--- src/rtl/ipfl_pkg.sv ---
// Shared types, constants and helper functions for the IPv4 source prefix denylist filter.
package ipfl_pkg;

    // Default number of prefix table slots.
    localparam int TABLE_ENTRIES_DEF = 1024;

    // Depth of the verdict job queue between the parser and the lookup engine.
    localparam int QUEUE_DEPTH = 4;

    // Operation codes of an input request.
    localparam logic OP_BYTE  = 1'b0;
    localparam logic OP_WRITE = 1'b1;

    // Verdict codes.
    localparam logic VERDICT_PASS = 1'b0;
    localparam logic VERDICT_DROP = 1'b1;

    // Cause codes.
    localparam logic [1:0] CAUSE_LISTED    = 2'd0;
    localparam logic [1:0] CAUSE_NOT_IPV4  = 2'd1;
    localparam logic [1:0] CAUSE_TRUNCATED = 2'd2;
    localparam logic [1:0] CAUSE_UNLISTED  = 2'd3;

    // Widths of one table entry: valid mark, prefix length, prefix address.
    localparam int ADDR_W  = 32;
    localparam int LEN_W   = 6;
    localparam int ENTRY_W = 1 + LEN_W + ADDR_W;

    // Longest legal prefix.
    localparam logic [LEN_W-1:0] LEN_MAX = 6'd32;

    // One table entry as stored in the prefix RAM.
    typedef struct packed {
        logic              valid;
        logic [LEN_W-1:0]  len;
        logic [ADDR_W-1:0] addr;
    } entry_t;

    // One job handed from the parser to the lookup engine.
    typedef struct packed {
        logic              lookup;
        logic [1:0]        cause;
        logic [ADDR_W-1:0] src;
    } job_t;

    // Status the parser needs before it takes a request.
    typedef struct packed {
        logic q_full;
        logic q_empty;
        logic back_idle;
    } gate_t;

    // Parser states.
    typedef enum logic {
        F_CLEAR,
        F_RUN
    } front_state_t;

    // Lookup engine states.
    typedef enum logic {
        B_IDLE,
        B_SCAN
    } back_state_t;

    // Address width for a table of n slots.
    function automatic int idx_width(input int n);
        idx_width = (n > 1) ? $clog2(n) : 1;
    endfunction

    // Network mask for a prefix length of 0 to 32.
    function automatic logic [ADDR_W-1:0] prefix_mask(input logic [LEN_W-1:0] len);
        logic [LEN_W-1:0] sh;
        sh = LEN_MAX - len;
        if (len == '0)
        begin
            prefix_mask = '0;
        end
        else
        begin
            prefix_mask = {ADDR_W{1'b1}} << sh;
        end
    endfunction

endpackage

--- src/rtl/ipfl_ram.sv ---
// Generic simple dual-port RAM with one write port and a registered read port.
module ipfl_ram #(
    parameter int WIDTH = 8,
    parameter int DEPTH = 16
) (
    input  logic                                  clk,
    input  logic                                  wr_en,
    input  logic [ipfl_pkg::idx_width(DEPTH)-1:0] wr_addr,
    input  logic [WIDTH-1:0]                      wr_data,
    input  logic                                  rd_en,
    input  logic [ipfl_pkg::idx_width(DEPTH)-1:0] rd_addr,
    output logic [WIDTH-1:0]                      rd_data
);
    import ipfl_pkg::*;

    logic [WIDTH-1:0] mem [DEPTH];
    logic [WIDTH-1:0] rd_data_reg;

    // Write port and registered read port.
    always_ff @(posedge clk)
    begin
        if (wr_en)
        begin
            mem[wr_addr] <= wr_data;
        end
        if (rd_en)
        begin
            rd_data_reg <= mem[rd_addr];
        end
    end

    assign rd_data = rd_data_reg;

endmodule

--- config.mk ---
export PLATFORM = sky130hd
export DESIGN_NAME = ipfl_ram
export DESIGN_NICKNAME = d
export VERILOG_FILES = /design/src/rtl/ipfl_pkg.sv /design/src/rtl/ipfl_ram.sv
export SDC_FILE = /design/constraint.sdc
export NUM_CORES = 1
export LEC_CHECK = 0
export BUFFER_PORTS_ARGS = -buffer_cell sky130_fd_sc_hd__clkbuf_2
export CAP_MARGIN = 15
export CORE_AREA = 2 2 101 103
export DETAILED_ROUTE_END_ITERATION = 6
export DIE_AREA = 0 0 103 105
export HOLD_SLACK_MARGIN = 0.06
export PLACE_DENSITY = 0.68
export SETUP_SLACK_MARGIN = 0.4
export SYNTH_ARGS = -nofsm -noshare
export SYNTH_HDL_FRONTEND = slang
export SYNTH_SLANG_ARGS = --single-unit
--- constraint.sdc ---
create_clock -name clk -period 4.9 [get_ports clk]
set_clock_uncertainty 0.1 [all_clocks]
set_input_delay 0.49 -clock clk [delete_from_list [all_inputs] [get_ports clk]]
set_output_delay 0.49 -clock clk [all_outputs]
set_load 0.03 [all_outputs]
==> flow_metrics.env, run 1 <==
export IMPL_cts_buffers=17
export IMPL_clk_latency_ns=0.51
export IMPL_post_cts_buffers=0
export IMPL_tritoncts="built"
export IMPL_ctsResizeCount=0
export IMPL_slew_headroom_pct=26.1
export IMPL_fin_crit_sh_pct=46.9
export IMPL_cts_sinks=136
export IMPL_r2r_slack_ns=3.33
export IMPL_wl_per_cell_um=24.4
export IMPL_ant_nets=0
export IMPL_syn_area_per_cell_um2=22.8
export IMPL_synthesis_area_um2=5230
export IMPL_htreeDepth=4
export IMPL_worst_pin_slew_ns=1.10
export IMPL_worstHoldStart="rd_en"
export IMPL_final_cell_mix="136 x edfxtp_1, 26 x clkbuf_2, 18 x mux4_2, 16 x a22oi_1, 16 x clkbuf_16"
export IMPL_ys_ff_latch=136
export IMPL_gp_congestion=0.754
export IMPL_seqCellArea_um2=4080
export IMPL_die_x_um=103
export IMPL_io_buffers=26
export IMPL_setup_worst_path_class="in -> reg"
export IMPL_overflow=0
export IMPL_largest_register_ff_count=128
export IMPL_dp_hpwl_um=6030
export IMPL_design_core_area_um2=9640
export IMPL_rsz0062_at_grt="no"
export IMPL_grt_pass1_vias=2461
export IMPL_end_kind="flop"
export IMPL_drt_iter0_drc=225
export IMPL_r2r_end="rd_data[7]"
export IMPL_hold_depth=1
export IMPL_multiInputGateArea_um2=1060
export IMPL_min_period_ns=2.30
export IMPL_worstPathRequired_ns=5.06
export IMPL_ff2ff_path_depth=3
export IMPL_crit_fanout=21
export IMPL_layout_nets=287
export IMPL_hold_viol_final=0
export IMPL_fill_cells=672
export IMPL_start_util_pct=54.2
export IMPL_r2r_start="mem[0][7]"
export IMPL_synth_yosys_seq_area_share_pct=78.1
export IMPL_worstHoldPathType="in -> reg"
export IMPL_finalMaxSlewViolations=0
export IMPL_io_pins=27
export IMPL_critPathLaunchType="primary input"
export IMPL_grt_max_degree=33
export IMPL_postRouteWirelength_um=10100
export IMPL_outcome="finished clean"
export IMPL_cts_buffer_depth=2
export IMPL_p_leak_nw=2.01
export IMPL_diodes=0
export IMPL_fmax_mhz=435
export IMPL_postLayoutCellArea_um2=6050
export IMPL_vias=2452
export IMPL_antenna_found_initial=0
export IMPL_design_die_area_um2=10800
export IMPL_vdd_drop_max_v=0.000216
export IMPL_drc=0
export IMPL_root_buffer="clkbuf_8"
export IMPL_placed_cell_area_um2=5470
export IMPL_grt_pass1_wl_um=15100
export IMPL_hold_path_endpoint="rd_data[7]"
export IMPL_worst_endpoint_arrival_ns=2.46
export IMPL_clkSlewWorstSetupHoldPaths_ns=0.06
export IMPL_grtUsageTotal_pct=20.7
export IMPL_ys_warn_count=0
export IMPL_synthCells=229
export IMPL_drt_first_pass_iters=5
export IMPL_syn_nets=248
export IMPL_drv_cap=0
export IMPL_area_growth_syn_to_layout_pct=15.7
export IMPL_pwr_density_cell_nw_per_um2=440
export IMPL_drive_gt1_share_pct=28.2
export IMPL_mostFrequentLayoutCell="edfxtp_1"
export IMPL_hold_buffers=0
export IMPL_fp_row_count=36
export IMPL_tns_ns=0
export IMPL_setup_viol=0
export IMPL_ys_types=18
export IMPL_vias_per_cell=5.94
export IMPL_die_h_um=105
==> routing by layer <==
layer  wire, um  GRT usage, %  vias to the layer above
met5          0             0                        -
met4         86          6.20                        0
met3        737          6.22                        6
met2       4740          28.8                      123
met1       4500          32.2                     1267
li1           -             -                     1056
==> cell usage after synthesis, drive strengths merged <==
master,n,area (um^2)
nand2,9,33.8
a22oi,16,120
edfxtp,136,4080
mux4,32,773
and2,1,6.26
buf,7,56.3
nand3b,2,15.0
and2b,1,7.51
nor3,4,20.0
nor2b,1,6.26
or3b,1,8.76
nand2b,2,12.5
nand3,1,5.00
clkdlybuf4s25,3,30.0
nor2,13,48.8
==> kinds of logic (layout without fill, tap and decap cells) <==
family,count (synthesis),count (layout),share of synthesized area [%]
flops,136,136,78.1
simple gates,35,35,3.14
buf+inv,10,61,1.65
compound gates,16,16,2.30
mux,32,32,14.8
==> through the flow <==
step	setup WS, ns	cells	hold slack (ns)	power, mW	utilization, %
5_1_grt	2.48	413	0.268	2.73	62.7
3_3_place_gp	2.05	382	0.627	1.46	56.8
4_1_cts	2.58	413	0.247	2.68	62.7
6_report	2.60	413	0.269	2.66	62.7
2_1_floorplan	2.82	229	0.489	1.42	-
3_5_place_dp	2.03	382	0.645	1.47	56.8
==> area by class of cell <==
cell class,instances,area share [%]
Clock inverter,14,2.63
Multi-Input combinational cell,83,17.6
Clock buffer,17,6.85
Tap cell,133,2.75
Sequential cell,136,67.5
Timing Repair Buffer,30,2.65
==> power by group <==
group / switching (mW) / internal [mW]
clock network: 0.455 / 0.765
logic: 0.0772 / 0.0460
registers: 0.00700 / 1.31
==> worst max path at each step <==
stage                    start          to  slack (ns)  cells after the start
CTS                 rd_addr[0]  rd_data[5]        2.58                      5
global route        rd_addr[0]  rd_data[5]        2.48                      5
finish              rd_addr[0]  rd_data[5]        2.60                      5
global placement    rd_addr[0]  rd_data[5]        2.05                      5
floorplan           wr_addr[2]   mem[0][0]        2.82                      2
detailed placement  rd_addr[0]  rd_data[5]        2.03                      5
==> worst max-delay path, stage by stage <==
cell      delay (ns)
clkbuf_2        0.61
buf_4           0.39
mux4_1          0.58
a22oi_1         0.28
nand2_1         0.09
No activity file was read; power rests on OpenSTA's default activity.
==> run 2, diff against run 1 <==
--- a/config.mk
+++ b/config.mk
@@ -7,11 +7,11 @@
 export LEC_CHECK = 0
 export BUFFER_PORTS_ARGS = -buffer_cell sky130_fd_sc_hd__clkbuf_2
 export CAP_MARGIN = 15
-export CORE_AREA = 2 2 101 103
+export CORE_AREA = 2 2 102 104
 export DETAILED_ROUTE_END_ITERATION = 6
-export DIE_AREA = 0 0 103 105
+export DIE_AREA = 0 0 104 106
 export HOLD_SLACK_MARGIN = 0.06
-export PLACE_DENSITY = 0.68
+export PLACE_DENSITY = 0.69
 export SETUP_SLACK_MARGIN = 0.4
 export SYNTH_ARGS = -nofsm -noshare
 export SYNTH_HDL_FRONTEND = slang
==> constraint.sdc (replaced) <==
create_clock -name clk -period 1.95 [get_ports clk]
set_clock_uncertainty 0.1 [all_clocks]
set_input_delay 0.195 -clock clk [delete_from_list [all_inputs] [get_ports clk]]
set_output_delay 0.195 -clock clk [all_outputs]
set_load 0.03 [all_outputs]
==> run 2 against run 1 <==
Die area rose by 1.9%; register-to-register slack got worse by 2.9 ns; first-iteration DRC count fell by 14%; largest cell class unchanged; highest routed layer unchanged.
==> flow_metrics.env, run 2 (synthesis results as in run 1) <==
export IMPL_end_kind="flop"
export IMPL_worst_pin_slew_ns=0.493
export IMPL_grt_max_degree=33
export IMPL_setup_worst_path_class="reg -> reg"
export IMPL_die_h_um=106
export IMPL_fin_ws_ns=0.412
export IMPL_diodes=0
export IMPL_drt_first_pass_iters=5
export IMPL_place_ws_ns=0.0870
export IMPL_gp_congestion=0.811
export IMPL_ff2ff_path_depth=3
export IMPL_slew_headroom_pct=67.2
export IMPL_wl_per_cell_um=22.3
export IMPL_min_period_ns=1.54
export IMPL_cts_sinks=136
export IMPL_grt_pass1_vias=2624
export IMPL_vias=2533
export IMPL_drc=0
export IMPL_rsz0062_at_grt="yes"
export IMPL_finalMaxSlewViolations=0
export IMPL_pwr_density_cell_nw_per_um2=1070
export IMPL_overflow=0
export IMPL_p_leak_nw=2.18
export IMPL_root_buffer="clkbuf_8"
export IMPL_setup_viol=0
export IMPL_worst_endpoint_arrival_ns=1.71
export IMPL_grt_pass1_wl_um=15300
export IMPL_layout_nets=320
export IMPL_final_cell_mix="136 x edfxtp_1, 26 x clkbuf_2, 25 x buf_4, 22 x mux4_2, 16 x clkbuf_16"
export IMPL_hold_viol_final=0
export IMPL_design_die_area_um2=11000
export IMPL_area_growth_syn_to_layout_pct=22.2
export IMPL_drive_gt1_share_pct=35.8
export IMPL_io_buffers=26
export IMPL_largest_register_ff_count=128
export IMPL_crit_fanout=1
export IMPL_worstPathRequired_ns=2.12
export IMPL_clk_latency_ns=0.52
export IMPL_dp_hpwl_um=6230
export IMPL_worstHoldPathType="in -> reg"
export IMPL_drt_iter0_drc=194
export IMPL_fill_cells=701
export IMPL_htreeDepth=4
export IMPL_fin_crit_sh_pct=78.9
export IMPL_vias_per_cell=5.64
export IMPL_clkSlewWorstSetupHoldPaths_ns=0.06
export IMPL_tns_ns=0
export IMPL_crit_chain="mux4_2, a22oi_2, nand2_2"
export IMPL_fmax_mhz=650
export IMPL_start_util_pct=52.3
export IMPL_cp_slowest_cell="mux4_2"
export IMPL_vdd_drop_max_v=0.000567
export IMPL_ant_nets=0
export IMPL_postRouteWirelength_um=10000
export IMPL_mostFrequentLayoutCell="edfxtp_1"
export IMPL_tritoncts="built"
export IMPL_critPathLaunchType="flop"
export IMPL_grtUsageTotal_pct=19.8
export IMPL_cts_buffer_depth=2
export IMPL_design_core_area_um2=10000
export IMPL_io_pins=27
export IMPL_cts_buffers=17
export IMPL_hold_depth=3
export IMPL_cpPeakStageDelay_ns=0.48
export IMPL_antenna_found_initial=0
export IMPL_die_x_um=104
export IMPL_drv_cap=0
export IMPL_outcome="finished clean"
export IMPL_fp_row_count=37
-- run 2: layer usage --
layer  share of wire [%]  wire (um)  vias up  track usage (%)
li1                    -          -     1122                -
met1                  42       4230     1315             26.7
met2                  51       5110       87             31.8
met3                 5.5        550        9             4.78
met4                 1.3        133        0             7.82
met5                   0          0        -                0
-- run 2: final timing paths --
kind                                  from         end  slack, ns
worst max-delay path             mem[3][7]  rd_data[7]       0.41
worst min-delay path            wr_addr[0]   mem[0][3]       0.15
worst max register to register   mem[3][7]  rd_data[7]       0.41
worst min register to register  mem[15][6]  rd_data[6]       0.64
-- run 2: layout make-up --
cell class | count | area, um^2 | share of cell area (%)
sequential | 136 | 4080 | 63.9
multi-input combinational | 83 | 1080 | 17.0
timing repair buffer | 63 | 468 | 7.33
clock buffer | 20 | 425 | 6.66
tap | 136 | 170 | 2.66
clock inverter | 11 | 155 | 2.43
-- run 2: what timing repair did --
action	in CTS	in global routing
hold buffers	9	0
hold endpoints to repair	136	0
buffers inserted	0	0
setup endpoints to repair	6	7
resized for setup	7	5
pin swaps	2	6
-- run 2: power breakdown --
part	switching [mW]	internal, mW
clock	1.10	2.05
combinational	0.207	0.155
sequential	0.0169	3.30
total	1.32	5.50
-- run 2: per-stage QoR --
stage	instances	util [%]	area (um^2)	power (mW)	hold WS, ns
5_1_grt	449	63.9	6390	7.02	0.150
3_3_place_gp	409	56.9	5690	3.70	0.507
3_5_place_dp	409	56.9	5690	3.71	0.509
6_report	449	63.9	6390	6.82	0.147
4_1_cts	449	63.9	6390	6.87	0.135
2_1_floorplan	229	-	5240	3.56	0.194
-- run 2: critical path, delay by kind of cell, from the launching register on --
kind	cells	cell delay [ns]
multiplexers	1	0.48
AO/OA/AOI/OAI	1	0.26
flip-flops	1	0.36
AND/OR/NAND/NOR	1	0.08
