===== src/rtl/ipfl_pkg.sv =====
// Shared types, constants and helper functions for the IPv4 source prefix denylist filter.
package ipfl_pkg;

    // Default number of prefix table slots.
    localparam int TABLE_ENTRIES_DEF = 1024;

    // Depth of the verdict job queue between the parser and the lookup engine.
    localparam int QUEUE_DEPTH = 4;

    // Operation codes of an input request.
    localparam logic OP_BYTE  = 1'b0;
    localparam logic OP_WRITE = 1'b1;

    // Verdict codes.
    localparam logic VERDICT_PASS = 1'b0;
    localparam logic VERDICT_DROP = 1'b1;

    // Cause codes.
    localparam logic [1:0] CAUSE_LISTED    = 2'd0;
    localparam logic [1:0] CAUSE_NOT_IPV4  = 2'd1;
    localparam logic [1:0] CAUSE_TRUNCATED = 2'd2;
    localparam logic [1:0] CAUSE_UNLISTED  = 2'd3;

    // Widths of one table entry: valid mark, prefix length, prefix address.
    localparam int ADDR_W  = 32;
    localparam int LEN_W   = 6;
    localparam int ENTRY_W = 1 + LEN_W + ADDR_W;

    // Longest legal prefix.
    localparam logic [LEN_W-1:0] LEN_MAX = 6'd32;

    // One table entry as stored in the prefix RAM.
    typedef struct packed {
        logic              valid;
        logic [LEN_W-1:0]  len;
        logic [ADDR_W-1:0] addr;
    } entry_t;

    // One job handed from the parser to the lookup engine.
    typedef struct packed {
        logic              lookup;
        logic [1:0]        cause;
        logic [ADDR_W-1:0] src;
    } job_t;

    // Status the parser needs before it takes a request.
    typedef struct packed {
        logic q_full;
        logic q_empty;
        logic back_idle;
    } gate_t;

    // Parser states.
    typedef enum logic {
        F_CLEAR,
        F_RUN
    } front_state_t;

    // Lookup engine states.
    typedef enum logic {
        B_IDLE,
        B_SCAN
    } back_state_t;

    // Address width for a table of n slots.
    function automatic int idx_width(input int n);
        idx_width = (n > 1) ? $clog2(n) : 1;
    endfunction

    // Network mask for a prefix length of 0 to 32.
    function automatic logic [ADDR_W-1:0] prefix_mask(input logic [LEN_W-1:0] len);
        logic [LEN_W-1:0] sh;
        sh = LEN_MAX - len;
        if (len == '0)
        begin
            prefix_mask = '0;
        end
        else
        begin
            prefix_mask = {ADDR_W{1'b1}} << sh;
        end
    endfunction

endpackage


===== src/rtl/ipfl_queue.sv =====
// Short job queue between the frame parser and the lookup engine.
module ipfl_queue (
    input  logic           clk,
    input  logic           rst_n,
    input  logic           push,
    input  ipfl_pkg::job_t push_job,
    input  logic           pop,
    output ipfl_pkg::job_t head,
    output logic           full,
    output logic           empty
);
    import ipfl_pkg::*;

    localparam int PTR_W = idx_width(QUEUE_DEPTH);
    localparam int CNT_W = $clog2(QUEUE_DEPTH + 1);

    job_t             mem_reg [QUEUE_DEPTH];
    logic [PTR_W-1:0] wr_ptr_reg, wr_ptr_next;
    logic [PTR_W-1:0] rd_ptr_reg, rd_ptr_next;
    logic [CNT_W-1:0] count_reg, count_next;

    // Pointer and fill count updates.
    always_comb
    begin
        wr_ptr_next = wr_ptr_reg;
        rd_ptr_next = rd_ptr_reg;
        count_next  = count_reg;
        if (push)
        begin
            wr_ptr_next = (wr_ptr_reg == PTR_W'(QUEUE_DEPTH - 1)) ? '0 : wr_ptr_reg + PTR_W'(1);
        end
        if (pop)
        begin
            rd_ptr_next = (rd_ptr_reg == PTR_W'(QUEUE_DEPTH - 1)) ? '0 : rd_ptr_reg + PTR_W'(1);
        end
        if (push && !pop)
        begin
            count_next = count_reg + CNT_W'(1);
        end
        else if (pop && !push)
        begin
            count_next = count_reg - CNT_W'(1);
        end
    end

    // Control registers.
    always_ff @(posedge clk or negedge rst_n)
    begin
        if (!rst_n)
        begin
            wr_ptr_reg <= '0;
            rd_ptr_reg <= '0;
            count_reg  <= '0;
        end
        else
        begin
            wr_ptr_reg <= wr_ptr_next;
            rd_ptr_reg <= rd_ptr_next;
            count_reg  <= count_next;
        end
    end

    // Job storage.
    always_ff @(posedge clk)
    begin
        if (push)
        begin
            mem_reg[wr_ptr_reg] <= push_job;
        end
    end

    assign head  = mem_reg[rd_ptr_reg];
    assign full  = (count_reg == CNT_W'(QUEUE_DEPTH));
    assign empty = (count_reg == '0);

endmodule


===== config.mk =====
export PLATFORM = sky130hd
export DESIGN_NAME = ipfl_queue
export DESIGN_NICKNAME = d
export VERILOG_FILES = /design/src/rtl/ipfl_pkg.sv /design/src/rtl/ipfl_queue.sv
export SDC_FILE = /design/constraint.sdc
export NUM_CORES = 1
export LEC_CHECK = 0
export BUFFER_PORTS_ARGS = -buffer_cell sky130_fd_sc_hd__buf_2
export CORE_MARGIN = 2
export CORE_UTILIZATION = 51
export DETAILED_ROUTE_END_ITERATION = 6
export GPL_TIMING_DRIVEN = 0
export MAX_ROUTING_LAYER = met4
export PLACE_DENSITY = 0.8
export SLEW_MARGIN = 20
export SYNTH_ARGS = -nofsm -noshare
export SYNTH_HDL_FRONTEND = slang
export SYNTH_SLANG_ARGS = --single-unit

===== constraint.sdc =====
create_clock -name clk -period 1.9 [get_ports clk]
set_input_delay 0.285 -clock clk [delete_from_list [all_inputs] [get_ports clk]]
set_output_delay 0.285 -clock clk [all_outputs]
set_load 0.02 [all_outputs]

==> results of run 1 <==
-- routing by layer --
metal | up-vias | wire length, um
met3 | 13 | 506
li1 | 1222 | -
met5 | - | 0
met2 | 82 | 5340
met4 | 0 | 80
met1 | 1385 | 4290
-- worst max-delay path, stage by stage (launching register included) --
cell       delay, ps
dfrtp_2          420
buf_12           170
clkbuf_16        160
mux4_2           520
buf_6            150
-- worst paths after layout --
kind	endpoint	depth (start not counted)
max	head[5]	4
min	wr_ptr_reg[1]	2
max reg2reg	mem_reg[2][32]	4
min reg2reg	count_reg[2]	1
max in group asynchronous	rd_ptr_reg[0]	2
min in group asynchronous	count_reg[2]	2
-- power groups by stage --
stage / Combinational (uW) / Sequential, uW / Clock (uW)
6_report: 4520 / 4360 / 3540
4_1_cts: 3670 / 4350 / 3600
5_1_grt: 4780 / 4410 / 3750
3_5_place_dp: 3400 / 4410 / 0
2_1_floorplan: 2340 / 4360 / 0
3_3_place_gp: 3200 / 4390 / 0
-- stage by stage --
step                      total power (uW)  std cells  instance area (sq um)  worst slack (ps)
after floorplan                       6700        220                   5520              24.3
after global placement                7590        431                   6070              -621
final                                12400        514                   7560              -331
after CTS                            11600        509                   7260              -328
after detailed placement              7810        435                   6180               126
after global routing                 12900        514                   7560              -378
-- repair_timing --
action,CTS,global route
resized for setup,13,73
hold buffers,36,0
buffers inserted,6,1
endpoints found under the setup margin,35,35
hold endpoints to repair,147,0
cloned,0,4
-- cells by family after synthesis --
family                     synth area share, %
adders and majority gates                 1.72
and+or+nand+nor                           1.02
xor gates and xnor gates                 0.476
DFF                                       79.3
buffers and inverters                     1.93
muxes                                     15.4
AOI/OAI and AO/OA                        0.181
-- layout by cell type (no fill, tap or decap) --
cell | netlist | final
edfxtp_1 | 140 | 140
nor3b_1 | 1 | 1
ha_1 | 6 | 6
fa_1 | 1 | 1
buf_6 | 1 | 38
mux4_2 | 28 | 35
buf_2 | 4 | 41
inv_1 | 4 | 4
clkbuf_16 | 0 | 20
bufinv_16 | 0 | 5
buf_16 | 0 | 4
nor3_1 | 1 | 1
o21ai_0 | 2 | 2
dfrtp_2 | 0 | 1
and2_2 | 0 | 4
clkinv_4 | 0 | 1
clkinv_2 | 0 | 4
xnor2_1 | 1 | 1
clkbuf_8 | 0 | 4
clkbuf_4 | 0 | 1
buf_4 | 0 | 6
buf_12 | 3 | 4
nand2_1 | 2 | 2
xor2_1 | 2 | 2
mux2_2 | 3 | 3
nor2_1 | 3 | 3
clkbuf_1 | 0 | 2
dfrtp_1 | 7 | 6
dlygate4sd3_1 | 0 | 36
-- layout make-up --
cell class                      instances  area, sq um  area share (%)
Tap cell                              136          170            2.25
Timing Repair Buffer                  126         1230            16.2
Clock inverter                         10          179            2.37
Sequential cell                       147         4380            58.0
Multi-Input combinational cell         61         1010            13.4
Buffer                                  8          110            1.46
Inverter                                4         15.0           0.199
Clock buffer                           22          463            6.12
==> results.toml, run 1 <==
[cells_and_area]
diodes = 0
area_growth_pct = 36.9
finalNetCount = 411
fill_cells = 617
largest_register_ff_count = 140
post-route-util_pct = 72.6
drive_gt1_share_pct = 45.2

[sta]
report.final.slew_viol_count = 0
finalCritPeriodShare_pct = 117
clock_skew_ps = 12.9
setup_viol = 35
worst_pin_slew_ps = 625
setup_slack_ps = -331
rsz0062_at_grt = "yes"
finalSetupTns_ps = -9940
hold_violations = 0
holdWs_ps = 59.5
fin_crit_ps = 2230
relSlewSlack_pct = 58.3
fmax_ghz = 0.448

[logic_synthesis]
ys_warn_count = 0
synth_cell_type_count = 19
synth_most_common_cell = "edfxtp_1"
synth_top_area_share_pct = 76.1
syn_area_sq_mm = 0.00552
synthTopCellsByCount = "140 x edfxtp_1, 28 x mux4_2, 7 x dfrtp_1, 7 x mux4_1, 6 x ha_1"
yosysSeqAreaShare_pct = 79.3
async_reset_ff_share_pct = 4.76
synth-edff-count = 140
synth_ff_type = "edfxtp_1"
synth_cells = 220
avgSynthCellArea_sq_um = 25.1
yosys-top-cells-area = "edfxtp_1 76%, mux4_2 11%, mux4_1 3.3%, dfrtp_1 3.2%, ha_1 1.4%"
syn_nets = 266
synth_top_cell_by_area = "edfxtp_1"
ys_seq_elements = 147

[global_routing]
grt_pass1_vias = 2938
globalRouteMet3Util_pct = 5.12
grt_pass1_wl_um = 15100
grt_overflow = 0
grtUsageMet2_pct = 31.1
grt_use_total_pct = 18.9
grt_use_met1_pct = 22.6
grt_max_degree = 21
antenna_found_initial = 0
grt.busiest_layer = "met2"

[clocking]
htree_num_levels = 4
root_buffer = "clkbuf_8"
cts.sinks = 147
cts_buffers = 17
clock_path_buffers = 2
clk_latency_ps = 520
clk_pin_slew_ps = 60
cts_tree = "built"

[power]
p_per_area_mw_per_mm2 = 1640
p_comb_share_pct = 36.4
peakVddDrop_uv = 946
switching_share_pct = 27.9
seq_power_share_pct = 35.1
p_int_uw = 8960
p_leak_uw = 0.00274
power.switching_uw = 3460
clkPwrFrac_pct = 28.5

[worst_hold_path]
hold_path_startpoint = "push"
hold_path_class = "in -> reg"

[placed_design]
place_hpwl_um = 5960
portBuffers = 75
gp_congestion = 0.682

[detailed_routing]
drc = 0
routedWlPerCell_um = 19.9
dr.pass1.iters = 4
drt-total-wl_um = 10200
ant_nets = 0
drt_iter0_markers = 131
vias = 2702
routed_via_density = 5.26

[setup_path]
cp.arrival_ps = 1950
crit_fanout = 7
r2r_slack_ps = 130
critPathLaunchType = "register"
rr_startpoint = "wr_ptr_reg[0]"
critPathKind = "reg -> out"
end_kind = "output pin"
crit_start = "rd_ptr_reg[0]"
crit_required_ps = 1620

[status]
violations = "negative setup slack"
status = "finished with violations"

[die]
die_h_um = 108
die_area_sq_mm = 0.0117
dieWidth_um = 108
rows = 37
initial_utilization_pct = 53.0
design.core.area_sq_mm = 0.0104
pin_count = 76

[job]
cap_violations = 0
(Power assumes the default switching activity.)
==> run 2: changes to the inputs <==
- CORE_UTILIZATION: 51 -> 45
- MAX_ROUTING_LAYER: met4 -> unset
- PLACE_DENSITY: 0.8 -> 0.72
==> results.toml, run 2 (synthesis results as in run 1) <==
[status]
status = "finished with violations"
violations = "negative setup slack"

[sta]
fmax_ghz = 0.471
fin_crit_ps = 2120
setup_slack_ps = -222
setup_viol = 35
finalCritPeriodShare_pct = 112
rsz0062_at_grt = "yes"
worst_pin_slew_ps = 521
report.final.slew_viol_count = 0
clock_skew_ps = 8.31
relSlewSlack_pct = 65.3
hold_violations = 0

[detailed_routing]
drc = 0
routedWlPerCell_um = 19.6
routed_via_density = 5.21
drt_iter0_markers = 162
dr.pass1.iters = 4
vias = 2553
ant_nets = 0
drt-total-wl_um = 9600

[cells_and_area]
final_common_cell = "edfxtp_1"
fin_cells = 490
drive_gt1_share_pct = 48.7
post-route-util_pct = 60.1
final_cell_mix = "140 x edfxtp_1, 41 x buf_2, 38 x buf_6"
area_growth_pct = 30.7
largest_register_ff_count = 140
diodes = 0
fill_cells = 851
finalNetCount = 376
stdcell_area_sq_mm = 0.00722

[placed_design]
gp_congestion = 0.622
portBuffers = 75
place_ws_ps = 153
placed_cell_area_sq_mm = 0.00619
place_hpwl_um = 5710
dpl.cell_count = 446

[clocking]
clock_path_buffers = 2
root_buffer = "clkbuf_16"
cts.sinks = 147
htree_num_levels = 4
cts_buffers = 17
clk_latency_ps = 410
cts_tree = "built"
clk_pin_slew_ps = 50

[setup_path]
critPathKind = "reg -> out"
rr_worst_depth = 4
critPathLaunchType = "register"
cp.arrival_ps = 1840
crit_start = "rd_ptr_reg[0]"
r2r_slack_ps = 220
rr_startpoint = "wr_ptr_reg[1]"
crit_required_ps = 1620
crit_fanout = 7
endpoint = "head[0]"
end_kind = "output pin"
r2r-end = "mem_reg[1][1]"

[power]
p_leak_uw = 0.00258
seq_power_share_pct = 35.2
power.switching_uw = 3390
power_uw = 12400
clkPwrFrac_pct = 29.3
p_int_uw = 8970
peakVddDrop_uv = 759
switching_share_pct = 27.4
p_comb_share_pct = 35.6
p_per_area_mw_per_mm2 = 1710

[worst_hold_path]
hold_path_class = "in -> reg"
holdPathStages = 1

[die]
pin_count = 76
die_area_sq_mm = 0.0132
design.core.area_sq_mm = 0.0120
rows = 40
dieWidth_um = 115
initial_utilization_pct = 46.0
die_h_um = 115

[global_routing]
grt_overflow = 0
antenna_found_initial = 0
grt_use_total_pct = 15.6
grt_max_degree = 23
grt_pass1_vias = 2720
grt_pass1_wl_um = 14400

[job]
cap_violations = 0
-- run 2: metrics by stage --
step,hold WS (ps),TNS (ps)
after floorplan,-10.6,0
after global placement,125,-88390
after detailed placement,132,0
after CTS,61.8,-6960
after global routing,62.8,-8910
final,84.2,-6560
-- run 2: worst max-delay path, cell delays in order (launching register included) --
cell and delay [ps]:
dfrtp_2 430, buf_12 170, buf_12 130, mux4_2 530, buf_6 160
-- run 2: cell type report --
cell class | count | area [sq um] | share of cell area [%]
Tap cell | 147 | 184 | 2.55
Inverter | 4 | 15.0 | 0.208
Timing Repair Buffer | 91 | 871 | 12.1
Multi-Input combinational cell | 61 | 1010 | 14.1
Sequential cell | 147 | 4380 | 60.7
Clock buffer | 19 | 433 | 6.00
Buffer | 8 | 108 | 1.49
Clock inverter | 13 | 213 | 2.95
-- run 2: worst min path at each step --
stage,end,from,slack [ps]
floorplan,count_reg[0],rst_n,-10
global placement,count_reg[2],rst_n,120
detailed placement,count_reg[2],rst_n,130
CTS,mem_reg[0][34],push_job[34],60
global route,mem_reg[2][27],push_job[27],60
finish,mem_reg[0][34],push_job[34],80
-- run 2: metal layers --
layer  part of all wire, %  up-vias  GRT usage [%]
met1                    43     1330           18.8
met5                     0        -              0
met3                   4.1       10           5.27
li1                      -     1150              -
met4                   1.5        0           8.19
met2                    51       63           25.3
-- run 2: power groups by stage --
| stage | Sequential (uW) | Clock, uW | Combinational (uW) |
|---|---|---|---|
| after detailed placement | 4400 | 0 | 3390 |
| after CTS | 4340 | 3710 | 3510 |
| after floorplan | 4360 | 0 | 2340 |
| after global routing | 4390 | 3830 | 4710 |
| after global placement | 4390 | 0 | 3230 |
| final | 4350 | 3610 | 4390 |
-- run 2: timing repair --
item,in CTS,in global routing
gates resized for setup,6,80
setup buffers,4,3
cloned,0,4
endpoints found under the setup margin,35,35
hold endpoints to repair,7,0
hold buffers,1,0
