[config.mk]
export PLATFORM = sky130hd
export DESIGN_NAME = ipfl_back
export DESIGN_NICKNAME = d
export VERILOG_FILES = /design/src/rtl/ipfl_pkg.sv /design/src/rtl/ipfl_back.sv
export SDC_FILE = /design/constraint.sdc
export NUM_CORES = 1
export LEC_CHECK = 0
export ABC_AREA = 1
export BUFFER_PORTS_ARGS = -buffer_cell sky130_fd_sc_hd__buf_4
export CAP_MARGIN = 15
export CORE_ASPECT_RATIO = 0.8
export CORE_MARGIN = 2
export CORE_UTILIZATION = 35
export CTS_CLUSTER_SIZE = 14
export DETAILED_ROUTE_END_ITERATION = 10
export HOLD_SLACK_MARGIN = 0.15
export REMOVE_ABC_BUFFERS = 1
export SYNTH_ARGS = -nofsm -noshare
export SYNTH_HDL_FRONTEND = slang
export SYNTH_SLANG_ARGS = --single-unit
[constraint.sdc]
create_clock -name clk -period 9.5 [get_ports clk]
set_clock_uncertainty 0.15 [all_clocks]
set_input_delay 1.9 -clock clk [delete_from_list [all_inputs] [get_ports clk]]
set_output_delay 1.9 -clock clk [all_outputs]
set_load 0.05 [all_outputs]
[src/rtl/ipfl_pkg.sv]
// Shared types, constants and helper functions for the IPv4 source prefix denylist filter.
package ipfl_pkg;

    // Default number of prefix table slots.
    localparam int TABLE_ENTRIES_DEF = 1024;

    // Depth of the verdict job queue between the parser and the lookup engine.
    localparam int QUEUE_DEPTH = 4;

    // Operation codes of an input request.
    localparam logic OP_BYTE  = 1'b0;
    localparam logic OP_WRITE = 1'b1;

    // Verdict codes.
    localparam logic VERDICT_PASS = 1'b0;
    localparam logic VERDICT_DROP = 1'b1;

    // Cause codes.
    localparam logic [1:0] CAUSE_LISTED    = 2'd0;
    localparam logic [1:0] CAUSE_NOT_IPV4  = 2'd1;
    localparam logic [1:0] CAUSE_TRUNCATED = 2'd2;
    localparam logic [1:0] CAUSE_UNLISTED  = 2'd3;

    // Widths of one table entry: valid mark, prefix length, prefix address.
    localparam int ADDR_W  = 32;
    localparam int LEN_W   = 6;
    localparam int ENTRY_W = 1 + LEN_W + ADDR_W;

    // Longest legal prefix.
    localparam logic [LEN_W-1:0] LEN_MAX = 6'd32;

    // One table entry as stored in the prefix RAM.
    typedef struct packed {
        logic              valid;
        logic [LEN_W-1:0]  len;
        logic [ADDR_W-1:0] addr;
    } entry_t;

    // One job handed from the parser to the lookup engine.
    typedef struct packed {
        logic              lookup;
        logic [1:0]        cause;
        logic [ADDR_W-1:0] src;
    } job_t;

    // Status the parser needs before it takes a request.
    typedef struct packed {
        logic q_full;
        logic q_empty;
        logic back_idle;
    } gate_t;

    // Parser states.
    typedef enum logic {
        F_CLEAR,
        F_RUN
    } front_state_t;

    // Lookup engine states.
    typedef enum logic {
        B_IDLE,
        B_SCAN
    } back_state_t;

    // Address width for a table of n slots.
    function automatic int idx_width(input int n);
        idx_width = (n > 1) ? $clog2(n) : 1;
    endfunction

    // Network mask for a prefix length of 0 to 32.
    function automatic logic [ADDR_W-1:0] prefix_mask(input logic [LEN_W-1:0] len);
        logic [LEN_W-1:0] sh;
        sh = LEN_MAX - len;
        if (len == '0)
        begin
            prefix_mask = '0;
        end
        else
        begin
            prefix_mask = {ADDR_W{1'b1}} << sh;
        end
    endfunction

endpackage

[src/rtl/ipfl_back.sv]
// Lookup engine: scans the prefix table for a job and holds the verdict for the receiver.
module ipfl_back #(
    parameter int TABLE_ENTRIES = ipfl_pkg::TABLE_ENTRIES_DEF
) (
    input  logic                                          clk,
    input  logic                                          rst_n,
    input  ipfl_pkg::job_t                                head,
    input  logic                                          q_empty,
    output logic                                          pop,
    output logic                                          back_idle,
    output logic                                          rd_en,
    output logic [ipfl_pkg::idx_width(TABLE_ENTRIES)-1:0] rd_addr,
    input  logic [ipfl_pkg::ENTRY_W-1:0]                  rd_data,
    output logic                                          out_valid,
    input  logic                                          out_ready,
    output logic                                          verdict,
    output logic [1:0]                                    cause
);
    import ipfl_pkg::*;

    localparam int IDX_W = idx_width(TABLE_ENTRIES);

    back_state_t      state_reg, state_next;
    logic [IDX_W-1:0] scan_idx_reg, scan_idx_next;
    logic             issued_all_reg, issued_all_next;
    logic             cmp_vld_reg, cmp_vld_next;
    logic             cmp_last_reg, cmp_last_next;
    logic [31:0]      src_reg, src_next;
    logic             out_valid_reg, out_valid_next;
    logic             verdict_reg, verdict_next;
    logic [1:0]       cause_reg, cause_next;

    entry_t           entry;
    logic             hit;
    logic             out_free;

    // Control registers.
    always_ff @(posedge clk or negedge rst_n)
    begin
        if (!rst_n)
        begin
            state_reg      <= B_IDLE;
            issued_all_reg <= 1'b0;
            cmp_vld_reg    <= 1'b0;
            out_valid_reg  <= 1'b0;
        end
        else
        begin
            state_reg      <= state_next;
            issued_all_reg <= issued_all_next;
            cmp_vld_reg    <= cmp_vld_next;
            out_valid_reg  <= out_valid_next;
        end
    end

    // Payload registers.
    always_ff @(posedge clk)
    begin
        scan_idx_reg <= scan_idx_next;
        cmp_last_reg <= cmp_last_next;
        src_reg      <= src_next;
        verdict_reg  <= verdict_next;
        cause_reg    <= cause_next;
    end

    // Match of the entry read in the previous cycle.
    assign entry = entry_t'(rd_data);
    assign hit   = entry.valid && (((src_reg ^ entry.addr) & prefix_mask(entry.len)) == '0);

    // Next state, table scan and output register.
    always_comb
    begin
        state_next      = state_reg;
        scan_idx_next   = scan_idx_reg;
        issued_all_next = issued_all_reg;
        cmp_vld_next    = 1'b0;
        cmp_last_next   = cmp_last_reg;
        src_next        = src_reg;
        verdict_next    = verdict_reg;
        cause_next      = cause_reg;
        pop             = 1'b0;
        rd_en           = 1'b0;
        rd_addr         = scan_idx_reg;

        out_free       = !out_valid_reg || out_ready;
        out_valid_next = out_valid_reg && !out_ready;

        case (state_reg)
            B_IDLE:
            begin
                // Take the next job once the output register can accept a verdict.
                if (!q_empty && out_free)
                begin
                    pop = 1'b1;
                    if (head.lookup)
                    begin
                        src_next        = head.src;
                        scan_idx_next   = '0;
                        issued_all_next = 1'b0;
                        state_next      = B_SCAN;
                    end
                    else
                    begin
                        out_valid_next = 1'b1;
                        verdict_next   = VERDICT_PASS;
                        cause_next     = head.cause;
                    end
                end
            end
            B_SCAN:
            begin
                // Issue one table read per cycle.
                if (!issued_all_reg)
                begin
                    rd_en         = 1'b1;
                    cmp_vld_next  = 1'b1;
                    cmp_last_next = (scan_idx_reg == IDX_W'(TABLE_ENTRIES - 1));
                    if (scan_idx_reg == IDX_W'(TABLE_ENTRIES - 1))
                    begin
                        issued_all_next = 1'b1;
                    end
                    else
                    begin
                        scan_idx_next = scan_idx_reg + IDX_W'(1);
                    end
                end
                // Stop at the first match or after the last slot.
                if (cmp_vld_reg && (hit || cmp_last_reg))
                begin
                    out_valid_next = 1'b1;
                    verdict_next   = hit ? VERDICT_DROP : VERDICT_PASS;
                    cause_next     = hit ? CAUSE_LISTED : CAUSE_UNLISTED;
                    cmp_vld_next   = 1'b0;
                    state_next     = B_IDLE;
                end
            end
            default:
            begin
                state_next = B_IDLE;
            end
        endcase
    end

    assign back_idle = (state_reg == B_IDLE);
    assign out_valid = out_valid_reg;
    assign verdict   = verdict_reg;
    assign cause     = cause_reg;

endmodule

==> qor_table.md <==
| Group | Item | This run |
| --- | --- | --- |
| cts | Clock tree buffer depth | 2 |
| job | Number of max-cap violations | 0 |
| critical path | Signal arrival time at the worst endpoint | 2.53 ns |
| timing | Worst hold-check slack | 0.3520 ns |
| routing | Max layer used | met4 |
| final layout | Post-route core utilization | 48.36% |
| synth | Distinct cell type count of the synthesized netlist | 19 |
| timing | Final period util | 48.25% |
| timing | Highest Clock Rate | 0.2182 GHz |
| synth | Synth warnings | 0 |
| timing | Slew at the pin with the worst max-slew slack | 0.9818 ns |
| routing | Met2 wire length | 2793 um |
| final layout | Non-filler cells, final | 498 |
| power | Internal portion of total power | 467.1 uW |
| worst hold path | Hold Crit Depth | 1 |
| timing | Hold violation total from the final report | 0 |
| final layout | Max reg flops | 32 |
| critical path | Origin of the critical flop-to-flop path | state_reg |
| place | Cells after DPL | 491 |
| final layout | Area Growth Syn to Fin | 32.96% |
| power | Combinational power share | 41.6% |
| cts | CTS sink cnt | 50 |
| timing | Worst Setup Slack, final | 4.917 ns |
| worst hold path | Capture endpoint of the worst hold path | cmp_vld_reg |
| global routing | Number of global-route vias before repair | 2083 |
| timing | Unrepaired setup endpoints after global routing | false |
| final layout | Final net count | 476 |
| cts | Hold buffer count at cts | 0 |
| timing | Setup Total Neg Slack | 0 ns |
| outcome | Result of the run | finished clean |
| cts | Clock input transition at the sequential cells of the worst setup and hold paths | 0.09 ns |
| cts | Post-CTS Resized | 0 |
| floorplanning | Overall die width | 102.5 um |
| synth | Average instance area after synthesis | 9.200 um2 |
| routing | Routed length per placed instance | 12.53 um |
| power | Leakage power summed over all cells | 1.679 nW |
| routing | Pre-Repair DR Iteration Count | 4 |
| critical path | Setup Crit Path Kind | input pin to primary output |
| power | Clock power share | 14.9% |
| critical path | Capture instance of the worst register-to-register path | rd_addr[6] |
| timing | Final period demand of the worst path | 4.583 ns |
| routing | Wirelength, routed | 6238 um |
| synth | Synth Instances | 295 |
| critical path | Worst reg-to-reg path cell count | 6 |
| timing | Final max-slew violation count | 0 |
| final layout | Share of layout cells above drive strength 1 | 27.74% |
| power | Switching power of the nets | 334.9 uW |
| place | Global placement routability congestion | 0.8661 |
| cts | Latest clock arrival within the worst-skew pair | 0.30 ns |
| routing | Remaining antenna violation count after routing | 0 |
| place | Pre-CTS setup slack | 4.930 ns |
| cts | CTS buffer count | 5 |
| routing | Routed length on met3 | 355 um |
| timing | Setup violation total in the final timing report | 0 |
| power | Sequential cell fraction of total power | 43.5% |
| place | Placed standard-cell area | 3528 um2 |
| floorplanning | Starting density of the core | 36.37% |
| place | Quantity of I/O buffers inserted on ports | 94 |
| cts | H-tree depth reported by CTS | 2 |
| synth | Cell area after technology mapping | 2714 um2 |
| synth | Share of the yosys chip area belonging to registers | 54.59% |
| routing | Remaining DRCs | 0 |
| floorplanning | Height of the die | 82.76 um |
| place | HPWL after detailed placement | 4911 um |
| cts | Clock tree from TritonCTS | done |
| floorplanning | Std cell rows | 28 |
| global routing | Number of antenna violations at the first check in global routing | 0 |
| critical path | CP Capture Type | primary output |
| routing | Post-Route M1 WL | 3040 um |
| synth | Largest cells by area after synthesis | sky130_fd_sc_hd__edfxtp_1, sky130_fd_sc_hd__nand2_1, sky130_fd_sc_hd__xor2_1 |
| final layout | Finished layout cell area | 3608 um2 |
| floorplanning | Number of placed I/O pins | 95 |
| worst hold path | Worst min-delay path class | flip-flop to flip-flop |
| critical path | Critical Path Source Type | input pin |
| power | Fraction of power spent switching nets | 41.75% |
| critical path | WP data required | 7.45 ns |
| synth | Flop and latch count out of synthesis | 50 |
| global routing | Pin count of the biggest net entering global routing | 34 |
| power | P per Cell Area | 222.3 nW/um2 |
| floorplanning | Die area | 8479 um2 |
| critical path | Register-to-register setup slack | 6.87 ns |
| synth | Area share of the largest cell type after synthesis | 50.90% |
| routing | Vias post-DR | 2187 |
| worst hold path | Start point of the worst min-delay path | issued_all_reg |
| floorplanning | Placeable core region | 7462 um2 |
| final layout | Final antenna diode count | 0 |
| power | Post-layout power | 802.0 uW |
| synth | Largest area contributor in the synthesized netlist | sky130_fd_sc_hd__edfxtp_1 |
| power | Worst IR Drop VDD | 125.2 uV |
| cts | Root buffer selected by CTS | sky130_fd_sc_hd__clkbuf_8 |
| global routing | Overflow after GRT | 0 |
| global routing | First-pass GRT wire length | 9611 um |
| critical path | Largest fanout of any net on the critical path | 3 |
| cts | Post-CTS setup buffer count | 0 |
| routing | Violation count after the first detailed-routing iteration | 59 |
| timing | Worst-case headroom to the max-slew limit | 34.39% |
| routing | Via density per instance | 4.392 |
| global routing | Combined global-route utilization of all metal layers | 14.98% |
## kinds of logic (layout without fill, tap and decap cells)
family          Yosys count  count (layout)  share of synthesized area [%]
simple gates            154             154                          23.37
buf+inv                  36             134                          5.809
compound gates           18              18                          3.596
xor+xnor                 32              32                          10.33
flops                    50              50                          54.59
fa+ha+maj                 5               5                          2.305
## worst max path at each step
stage / start / end / slack [ns] / cells after the start
2_1_floorplan: out_ready / rd_addr[0] / 4.17 / 8
3_3_place_gp: q_empty / pop / 4.94 / 5
3_5_place_dp: out_ready / pop / 4.93 / 6
4_1_cts: out_ready / pop / 4.93 / 6
5_1_grt: out_ready / pop / 4.88 / 6
6_report: out_ready / pop / 4.92 / 6
## layer usage
layer	global-route usage, %	vias up
met5	0	-
met4	4.000	0
met3	3.283	5
met2	23.73	59
met1	20.86	975
li1	-	1148
## layout make-up
| class | count | area, um2 |
|---|---|---|
| Multi-Input combinational cell | 209 | 1082 |
| Tap cell | 105 | 131.4 |
| Sequential cell | 50 | 1481 |
| Timing Repair Buffer | 95 | 713.2 |
| Fill cell | 725 | 3854 |
| Clock inverter | 1 | 7.507 |
| Inverter | 32 | 120.1 |
| Clock buffer | 6 | 72.57 |
## synth_stat cells
master / instances
sky130_fd_sc_hd__o21ai_0: 8
sky130_fd_sc_hd__nor2_1: 29
sky130_fd_sc_hd__nor3_1: 3
sky130_fd_sc_hd__nand3_1: 30
sky130_fd_sc_hd__edfxtp_1: 46
sky130_fd_sc_hd__inv_1: 31
sky130_fd_sc_hd__o21bai_1: 2
sky130_fd_sc_hd__clkbuf_1: 1
sky130_fd_sc_hd__nand2_1: 86
sky130_fd_sc_hd__dfrtp_1: 4
sky130_fd_sc_hd__ha_1: 5
sky130_fd_sc_hd__nor2_2: 1
sky130_fd_sc_hd__buf_6: 3
sky130_fd_sc_hd__a21oi_1: 7
sky130_fd_sc_hd__nand2_2: 5
sky130_fd_sc_hd__xor2_1: 30
sky130_fd_sc_hd__inv_2: 1
sky130_fd_sc_hd__xnor2_1: 2
sky130_fd_sc_hd__o31ai_1: 1
## critical path, cell delays in order
cell                     delay (ns)
sky130_fd_sc_hd__buf_4         0.08
sky130_fd_sc_hd__nor2_1        0.04
sky130_fd_sc_hd__nor2_1        0.08
sky130_fd_sc_hd__inv_1         0.04
sky130_fd_sc_hd__nor2_1        0.16
sky130_fd_sc_hd__buf_4         0.24
## layout by cell type, fill, tap and decap left out
cell type	n
sky130_fd_sc_hd__nor2_4	1
sky130_fd_sc_hd__xnor2_1	2
sky130_fd_sc_hd__buf_4	95
sky130_fd_sc_hd__xor2_1	30
sky130_fd_sc_hd__clkbuf_1	1
sky130_fd_sc_hd__nor2_2	1
sky130_fd_sc_hd__edfxtp_1	46
sky130_fd_sc_hd__inv_1	31
sky130_fd_sc_hd__nor2_1	28
sky130_fd_sc_hd__nand2_2	5
sky130_fd_sc_hd__nand2_1	86
sky130_fd_sc_hd__nand3_1	30
sky130_fd_sc_hd__o21ai_0	8
sky130_fd_sc_hd__nor3_1	3
sky130_fd_sc_hd__clkbuf_8	5
sky130_fd_sc_hd__dfrtp_1	4
sky130_fd_sc_hd__o21bai_1	2
sky130_fd_sc_hd__inv_2	1
sky130_fd_sc_hd__clkinvlp_4	1
sky130_fd_sc_hd__a21oi_1	7
sky130_fd_sc_hd__o31ai_1	1
sky130_fd_sc_hd__ha_1	5
## power groups by stage
stage	clock network, mW	logic [mW]	registers (mW)
6_report	0.120	0.334	0.348
3_3_place_gp	0	0.332	0.352
4_1_cts	0.124	0.337	0.349
3_5_place_dp	0	0.336	0.354
5_1_grt	0.133	0.363	0.355
2_1_floorplan	0	0.130	0.440
Note: power is estimated with default switching activity, not from simulation.
