### config.mk
export PLATFORM = sky130hd
export DESIGN_NAME = ipfl_front
export DESIGN_NICKNAME = d
export VERILOG_FILES = /design/src/rtl/ipfl_pkg.sv /design/src/rtl/ipfl_front.sv
export SDC_FILE = /design/constraint.sdc
export NUM_CORES = 1
export LEC_CHECK = 0
export BUFFER_PORTS_ARGS = -buffer_cell sky130_fd_sc_hd__buf_2
export CAP_MARGIN = 20
export CORE_MARGIN = 3
export CORE_UTILIZATION = 45
export DETAILED_ROUTE_END_ITERATION = 6
export PLACE_DENSITY = 0.76
export RECOVER_POWER = 25
export SLEW_MARGIN = 15
export SYNTH_ARGS = -nofsm -noshare
export SYNTH_HDL_FRONTEND = slang
export SYNTH_SLANG_ARGS = --single-unit
### constraint.sdc
create_clock -name clk -period 4 [get_ports clk]
set_clock_uncertainty 0.1 [all_clocks]
set_input_delay 0.6 -clock clk [delete_from_list [all_inputs] [get_ports clk]]
set_output_delay 0.6 -clock clk [all_outputs]
set_load 0.01 [all_outputs]
### src/rtl/ipfl_pkg.sv
// Shared types, constants and helper functions for the IPv4 source prefix denylist filter.
package ipfl_pkg;

    // Default number of prefix table slots.
    localparam int TABLE_ENTRIES_DEF = 1024;

    // Depth of the verdict job queue between the parser and the lookup engine.
    localparam int QUEUE_DEPTH = 4;

    // Operation codes of an input request.
    localparam logic OP_BYTE  = 1'b0;
    localparam logic OP_WRITE = 1'b1;

    // Verdict codes.
    localparam logic VERDICT_PASS = 1'b0;
    localparam logic VERDICT_DROP = 1'b1;

    // Cause codes.
    localparam logic [1:0] CAUSE_LISTED    = 2'd0;
    localparam logic [1:0] CAUSE_NOT_IPV4  = 2'd1;
    localparam logic [1:0] CAUSE_TRUNCATED = 2'd2;
    localparam logic [1:0] CAUSE_UNLISTED  = 2'd3;

    // Widths of one table entry: valid mark, prefix length, prefix address.
    localparam int ADDR_W  = 32;
    localparam int LEN_W   = 6;
    localparam int ENTRY_W = 1 + LEN_W + ADDR_W;

    // Longest legal prefix.
    localparam logic [LEN_W-1:0] LEN_MAX = 6'd32;

    // One table entry as stored in the prefix RAM.
    typedef struct packed {
        logic              valid;
        logic [LEN_W-1:0]  len;
        logic [ADDR_W-1:0] addr;
    } entry_t;

    // One job handed from the parser to the lookup engine.
    typedef struct packed {
        logic              lookup;
        logic [1:0]        cause;
        logic [ADDR_W-1:0] src;
    } job_t;

    // Status the parser needs before it takes a request.
    typedef struct packed {
        logic q_full;
        logic q_empty;
        logic back_idle;
    } gate_t;

    // Parser states.
    typedef enum logic {
        F_CLEAR,
        F_RUN
    } front_state_t;

    // Lookup engine states.
    typedef enum logic {
        B_IDLE,
        B_SCAN
    } back_state_t;

    // Address width for a table of n slots.
    function automatic int idx_width(input int n);
        idx_width = (n > 1) ? $clog2(n) : 1;
    endfunction

    // Network mask for a prefix length of 0 to 32.
    function automatic logic [ADDR_W-1:0] prefix_mask(input logic [LEN_W-1:0] len);
        logic [LEN_W-1:0] sh;
        sh = LEN_MAX - len;
        if (len == '0)
        begin
            prefix_mask = '0;
        end
        else
        begin
            prefix_mask = {ADDR_W{1'b1}} << sh;
        end
    endfunction

endpackage

### src/rtl/ipfl_front.sv
// Frame byte parser, table write port and post-reset table clearing sweep.
module ipfl_front #(
    parameter int TABLE_ENTRIES = ipfl_pkg::TABLE_ENTRIES_DEF
) (
    input  logic                                          clk,
    input  logic                                          rst_n,
    input  logic                                          in_valid,
    output logic                                          in_ready,
    input  logic                                          operation,
    input  logic [7:0]                                    data_byte,
    input  logic                                          last_byte,
    input  logic [9:0]                                    entry_slot,
    input  logic [31:0]                                   entry_address,
    input  logic [5:0]                                    entry_prefix_len,
    input  logic                                          entry_valid,
    input  ipfl_pkg::gate_t                               gate,
    output logic                                          push,
    output ipfl_pkg::job_t                                push_job,
    output logic                                          clearing,
    output logic                                          wr_en,
    output logic [ipfl_pkg::idx_width(TABLE_ENTRIES)-1:0] wr_addr,
    output logic [ipfl_pkg::ENTRY_W-1:0]                  wr_data
);
    import ipfl_pkg::*;

    localparam int IDX_W  = idx_width(TABLE_ENTRIES);
    localparam int SLOT_W = 17;

    localparam logic [5:0] COUNT_MAX      = 6'd63;
    localparam logic [5:0] POS_ETH_HI     = 6'd12;
    localparam logic [5:0] POS_ETH_LO     = 6'd13;
    localparam logic [5:0] POS_SRC_FIRST  = 6'd26;
    localparam logic [5:0] POS_SRC_LAST   = 6'd29;
    localparam logic [5:0] ETH_HDR_BYTES  = 6'd14;
    localparam logic [5:0] IPV4_MIN_BYTES = 6'd34;
    localparam logic [15:0] ETHERTYPE_IPV4 = 16'h0800;

    front_state_t     state_reg, state_next;
    logic [IDX_W-1:0] clr_idx_reg, clr_idx_next;
    logic [5:0]       count_reg, count_next;
    logic [15:0]      eth_reg, eth_next;
    logic [31:0]      src_reg, src_next;

    logic              accept;
    logic [5:0]        count_upd;
    logic [15:0]       eth_upd;
    logic [31:0]       src_upd;
    logic [SLOT_W-1:0] slot_ext;
    logic              slot_ok;
    logic [5:0]        len_clamped;
    entry_t            entry;

    // State and frame capture registers.
    always_ff @(posedge clk or negedge rst_n)
    begin
        if (!rst_n)
        begin
            state_reg   <= F_CLEAR;
            clr_idx_reg <= '0;
            count_reg   <= '0;
            eth_reg     <= '0;
            src_reg     <= '0;
        end
        else
        begin
            state_reg   <= state_next;
            clr_idx_reg <= clr_idx_next;
            count_reg   <= count_next;
            eth_reg     <= eth_next;
            src_reg     <= src_next;
        end
    end

    // Next state, byte capture, classification and table writes.
    always_comb
    begin
        state_next   = state_reg;
        clr_idx_next = clr_idx_reg;
        count_next   = count_reg;
        eth_next     = eth_reg;
        src_next     = src_reg;
        in_ready     = 1'b0;
        push         = 1'b0;
        push_job     = '0;
        wr_en        = 1'b0;
        wr_addr      = '0;
        wr_data      = '0;

        // Byte capture values for the byte now on the input.
        count_upd = (count_reg == COUNT_MAX) ? count_reg : count_reg + 6'd1;
        eth_upd   = eth_reg;
        src_upd   = src_reg;
        if (count_reg == POS_ETH_HI || count_reg == POS_ETH_LO)
        begin
            eth_upd = {eth_reg[7:0], data_byte};
        end
        else if (count_reg >= POS_SRC_FIRST && count_reg <= POS_SRC_LAST)
        begin
            src_upd = {src_reg[23:0], data_byte};
        end

        // Table write decode.
        slot_ext    = SLOT_W'(entry_slot);
        slot_ok     = slot_ext < SLOT_W'(TABLE_ENTRIES);
        len_clamped = (entry_prefix_len > LEN_MAX) ? LEN_MAX : entry_prefix_len;
        entry.valid = entry_valid;
        entry.len   = len_clamped;
        entry.addr  = entry_address;

        case (state_reg)
            F_CLEAR:
            begin
                // Sweep the table once after reset so every valid mark reads zero.
                wr_en        = 1'b1;
                wr_addr      = clr_idx_reg;
                wr_data      = '0;
                clr_idx_next = clr_idx_reg + IDX_W'(1);
                if (clr_idx_reg == IDX_W'(TABLE_ENTRIES - 1))
                begin
                    state_next = F_RUN;
                end
            end
            F_RUN:
            begin
                // Table writes wait until every earlier frame has its verdict.
                if (operation == OP_WRITE)
                begin
                    in_ready = gate.q_empty && gate.back_idle;
                end
                else
                begin
                    in_ready = !gate.q_full;
                end
            end
            default:
            begin
                state_next = F_CLEAR;
            end
        endcase

        accept = in_valid && in_ready;

        if (accept && operation == OP_WRITE)
        begin
            wr_en   = slot_ok;
            wr_addr = slot_ext[IDX_W-1:0];
            wr_data = entry;
        end
        else if (accept)
        begin
            if (last_byte)
            begin
                // Classify the finished frame and hand the job to the lookup engine.
                push         = 1'b1;
                push_job.src = src_upd;
                if (count_upd < ETH_HDR_BYTES)
                begin
                    push_job.cause = CAUSE_TRUNCATED;
                end
                else if (eth_upd != ETHERTYPE_IPV4)
                begin
                    push_job.cause = CAUSE_NOT_IPV4;
                end
                else if (count_upd < IPV4_MIN_BYTES)
                begin
                    push_job.cause = CAUSE_TRUNCATED;
                end
                else
                begin
                    push_job.lookup = 1'b1;
                    push_job.cause  = CAUSE_UNLISTED;
                end
                count_next = '0;
                eth_next   = '0;
                src_next   = '0;
            end
            else
            begin
                count_next = count_upd;
                eth_next   = eth_upd;
                src_next   = src_upd;
            end
        end
    end

    assign clearing = (state_reg == F_CLEAR);

endmodule

==> impl_metrics.py <==
metrics = {
    "outcome": {
        "outcome": "finished with violations",
        "violations_in_the_final_reports": "max-capacitance violations",
    },
    "setup_path": {
        "worstSetupPathType": "reg2out",
        "rr_endpoint": "eth_reg[2]",
        "timing.critical_path.to_type": "primary output",
        "reg2reg_from": "state_reg",
        "worstPathArrival_ns": 2.69,
        "path_max_fanout": 49,
        "timing.critical_path.from": "count_reg[1]",
        "setup.worst_path.start_class": "flip-flop",
        "crit_end": "push_job[0]",
        "critPathRequiredTime_ns": 3.30,
        "r2r_setup_slack_ns": 1.44,
        "r2r_cells": 4,
    },
    "die": {
        "effective_utilization_at_floorplan_pct": 46.7,
        "fp.dieH_um": 102,
        "top_level_ports": 153,
        "dieArea_mm2": 0.0103,
        "floorplan_row_count": 34,
        "die_w_um": 102,
        "fp.coreArea_mm2": 0.00881,
    },
    "yosys": {
        "post_synth_inst_count": 517,
        "yosys_warnings": 0,
        "synth.top_cells.by_area": "sky130_fd_sc_hd__dfrtp_1, sky130_fd_sc_hd__nand2_1, sky130_fd_sc_hd__a22oi_1",
        "synth_ff_type": "sky130_fd_sc_hd__dfrtp_1",
        "flop_and_latch_count_out_of_synthesis": 65,
        "async_reset_ff_share_pct": 100,
        "syn_nets": 588,
        "yosys.cell_types.count": 49,
        "most_area_hungry_cell_type_in_the_yosys_netlist": "sky130_fd_sc_hd__dfrtp_1",
        "syn_avg_cell_area_um2": 7.95,
        "yosysTopAreaCellShare_pct": 39.6,
        "yosysSeqAreaShare_pct": 39.6,
        "synth-edff-count": 0,
        "synthesis.area_mm2": 0.00411,
    },
    "place": {
        "pre_cts_slack_ns": 0.974,
        "routabilityCongestion": 0.861,
        "dpl.hpwl_um": 8670,
        "placed_cells_incl_taps": 745,
        "numPortBuffers": 152,
    },
    "pwr": {
        "vdd_ir_drop_max_v": 0.000151,
        "power.density_cell_area_mw_per_mm2": 260,
        "leakage_nw": 2.38,
    },
    "cts": {
        "cts.htree.levels": 3,
        "hold_buffers": 0,
        "cts_resized": 0,
        "tritoncts.num_buffers": 9,
        "insertion_delay_ns": 0.34,
        "clk_root_buffer_cell": "sky130_fd_sc_hd__clkbuf_8",
        "clock_slew_seen_by_the_registers_of_the_worst_setup_and_hold_paths_ns": 0.07,
        "tritoncts_clock_tree": "built",
        "maximum_clock_insertion_buffer_count": 2,
        "clkSinkCount": 65,
        "postCtsSetupRepairBufs": 0,
    },
    "route": {
        "wl_um": 12100,
        "drt-initial-drc-count": 240,
        "via_per_inst": 5.70,
        "num_vias": 4338,
        "drc": 0,
        "drtAntennaViolNets": 0,
        "avgRoutedWirePerCell_um": 15.9,
        "drt_pass1_iterations": 6,
    },
    "layout": {
        "area_growth_syn_to_layout_pct": 25.2,
        "largest_reg_flops": 32,
        "mostFrequentLayoutCells": "sky130_fd_sc_hd__buf_2, sky130_fd_sc_hd__nand2_1, sky130_fd_sc_hd__dfrtp_1",
        "nets": 719,
        "fillers": 792,
        "most_common_cell_after_layout_fill_and_taps_aside": "sky130_fd_sc_hd__buf_2",
        "instances_no_fill": 761,
        "num_antenna_cells": 0,
        "post_layout_util_pct": 58.5,
        "drive_above_1_share_pct": 27.9,
    },
    "global_route": {
        "gr-max-usage-layer": "met2",
        "met2_layer_usage_reported_by_global_route_pct": 36.2,
        "global_route_wire_length_before_repair_um": 19200,
        "grt_max_degree": 51,
        "use_met1_pct": 31.3,
        "gr-usage-met3_pct": 6.13,
        "number_of_antenna_violations_at_the_first_check_in_global_routing": 0,
        "grt_remaining_overflow": 0,
        "grt_util_all_layers_pct": 22.8,
        "via_count_of_the_first_global_routing_pass": 3882,
    },
    "sta": {
        "finalSetupViolations": 0,
        "final_critical_path_setup_slack_ns": 0.607,
        "achievable-frequency_mhz": 295,
        "worst_slew_margin_rel_pct": 0.118,
        "fin_tns_setup_ns": 0,
        "hold_viol": 0,
        "rsz0062_at_grt": "false",
        "min_period_over_period_pct": 84.8,
        "post-route-min-period_ns": 3.39,
        "final_max_slew_viols": 0,
        "max_slew.worst_pin.slew_ns": 1.50,
    },
    "job": {
        "maxCapViolCount": 1,
    },
    "min_path": {
        "min_path_type": "reg2reg",
    },
}
-- cell type report --
type                    instances  area [µm²]  area share (%)
flip-flops and latches         65        1630            31.6
clock inverters                 5        78.8            1.53
repair buffers                161         837            16.3
multi-input cells             402        2300            44.6
clock buffers                  11         141            2.75
well taps                     108         135            2.62
inverters                       9        33.8           0.656
-- per-layer routing --
layer	routed length [µm]	part of all wire [%]
met3	818	6.8
met1	5190	43
met5	0	0
met2	5880	49
met4	184	1.5
-- cells in the mapped netlist (2+ instances only) --
cell type and n:
sky130_fd_sc_hd__nand2_1 123, sky130_fd_sc_hd__dfrtp_1 65, sky130_fd_sc_hd__o21ai_0 50, sky130_fd_sc_hd__a22oi_1 46, sky130_fd_sc_hd__and2_1 40, sky130_fd_sc_hd__a21oi_1 38, sky130_fd_sc_hd__clkbuf_1 26, sky130_fd_sc_hd__nor2_1 14
sky130_fd_sc_hd__buf_2 12, sky130_fd_sc_hd__inv_1 8, sky130_fd_sc_hd__xnor2_1 8, sky130_fd_sc_hd__a22o_1 7, sky130_fd_sc_hd__ha_1 6, sky130_fd_sc_hd__nand3_1 6, sky130_fd_sc_hd__o21ai_1 5, sky130_fd_sc_hd__a31oi_1 4
sky130_fd_sc_hd__nor3_1 4, sky130_fd_sc_hd__nor4_1 4, sky130_fd_sc_hd__buf_1 3, sky130_fd_sc_hd__nand4_1 3, sky130_fd_sc_hd__nor2b_1 3, sky130_fd_sc_hd__or3_1 3, sky130_fd_sc_hd__a21boi_0 2, sky130_fd_sc_hd__a21o_1 2
sky130_fd_sc_hd__and3_1 2, sky130_fd_sc_hd__and3b_1 2, sky130_fd_sc_hd__nand2b_1 2, sky130_fd_sc_hd__nand4b_1 2, sky130_fd_sc_hd__nand4bb_1 2, sky130_fd_sc_hd__nor3_2 2, sky130_fd_sc_hd__nor4b_1 2, sky130_fd_sc_hd__o2111ai_1 2
sky130_fd_sc_hd__o21a_1 2, sky130_fd_sc_hd__xor2_1 2
-- critical path, cell delays in order (launching register included) --
cell and delay [ns]:
sky130_fd_sc_hd__dfrtp_1 0.51, sky130_fd_sc_hd__inv_1 0.15, sky130_fd_sc_hd__ha_1 0.22, sky130_fd_sc_hd__nor2_1 0.38, sky130_fd_sc_hd__a211o_2 0.39, sky130_fd_sc_hd__buf_12 0.26
sky130_fd_sc_hd__nand2_1 0.09, sky130_fd_sc_hd__a21oi_1 0.19, sky130_fd_sc_hd__buf_2 0.18
-- worst min-delay path by stage --
stage                        start        endpoint  slack, ns  depth (start not counted)
global route        clr_idx_reg[4]  clr_idx_reg[4]       0.44                          1
detailed placement  clr_idx_reg[4]  clr_idx_reg[4]       0.39                          1
global placement       src_reg[28]     src_reg[28]       0.39                          2
CTS                          rst_n     src_reg[11]       0.18                          1
floorplan                    rst_n  clr_idx_reg[0]       0.20                          0
finish              clr_idx_reg[4]  clr_idx_reg[4]       0.40                          1
-- per-stage QoR --
stage | cell area (µm²) | total power (W) | hold WS [ns]
floorplan | 4110 | 0.000678 | 0.204
global placement | 4930 | 0.000730 | 0.388
detailed placement | 4930 | 0.000731 | 0.391
CTS | 5150 | 0.00135 | 0.181
global route | 5150 | 0.00138 | 0.437
finish | 5150 | 0.00134 | 0.404
-- report_power, final --
group | leakage (nW) | switching (W) | internal [W] | total [W]
logic | 1.39 | 0.0000359 | 0.0000246 | 0.0000604
clock network | 0.113 | 0.000252 | 0.000367 | 0.000619
registers | 0.884 | 0 | 0.000657 | 0.000657
total | 2.38 | 0.000288 | 0.00105 | 0.00134
-- logic make-up (layout without fill, tap and decap cells) --
group / after synthesis / in the layout / synth area share [%]
buffers and inverters: 50 / 186 / 4.93
multiplexers: 1 / 1 / 0.274
AND/OR/NAND/NOR: 219 / 219 / 25.7
flip-flops: 65 / 65 / 39.6
adder cells (fa/ha/maj): 6 / 6 / 1.83
XOR/XNOR: 10 / 10 / 2.13
AO/OA/AOI/OAI: 166 / 166 / 25.5
No activity file was read; power rests on OpenSTA's default activity.
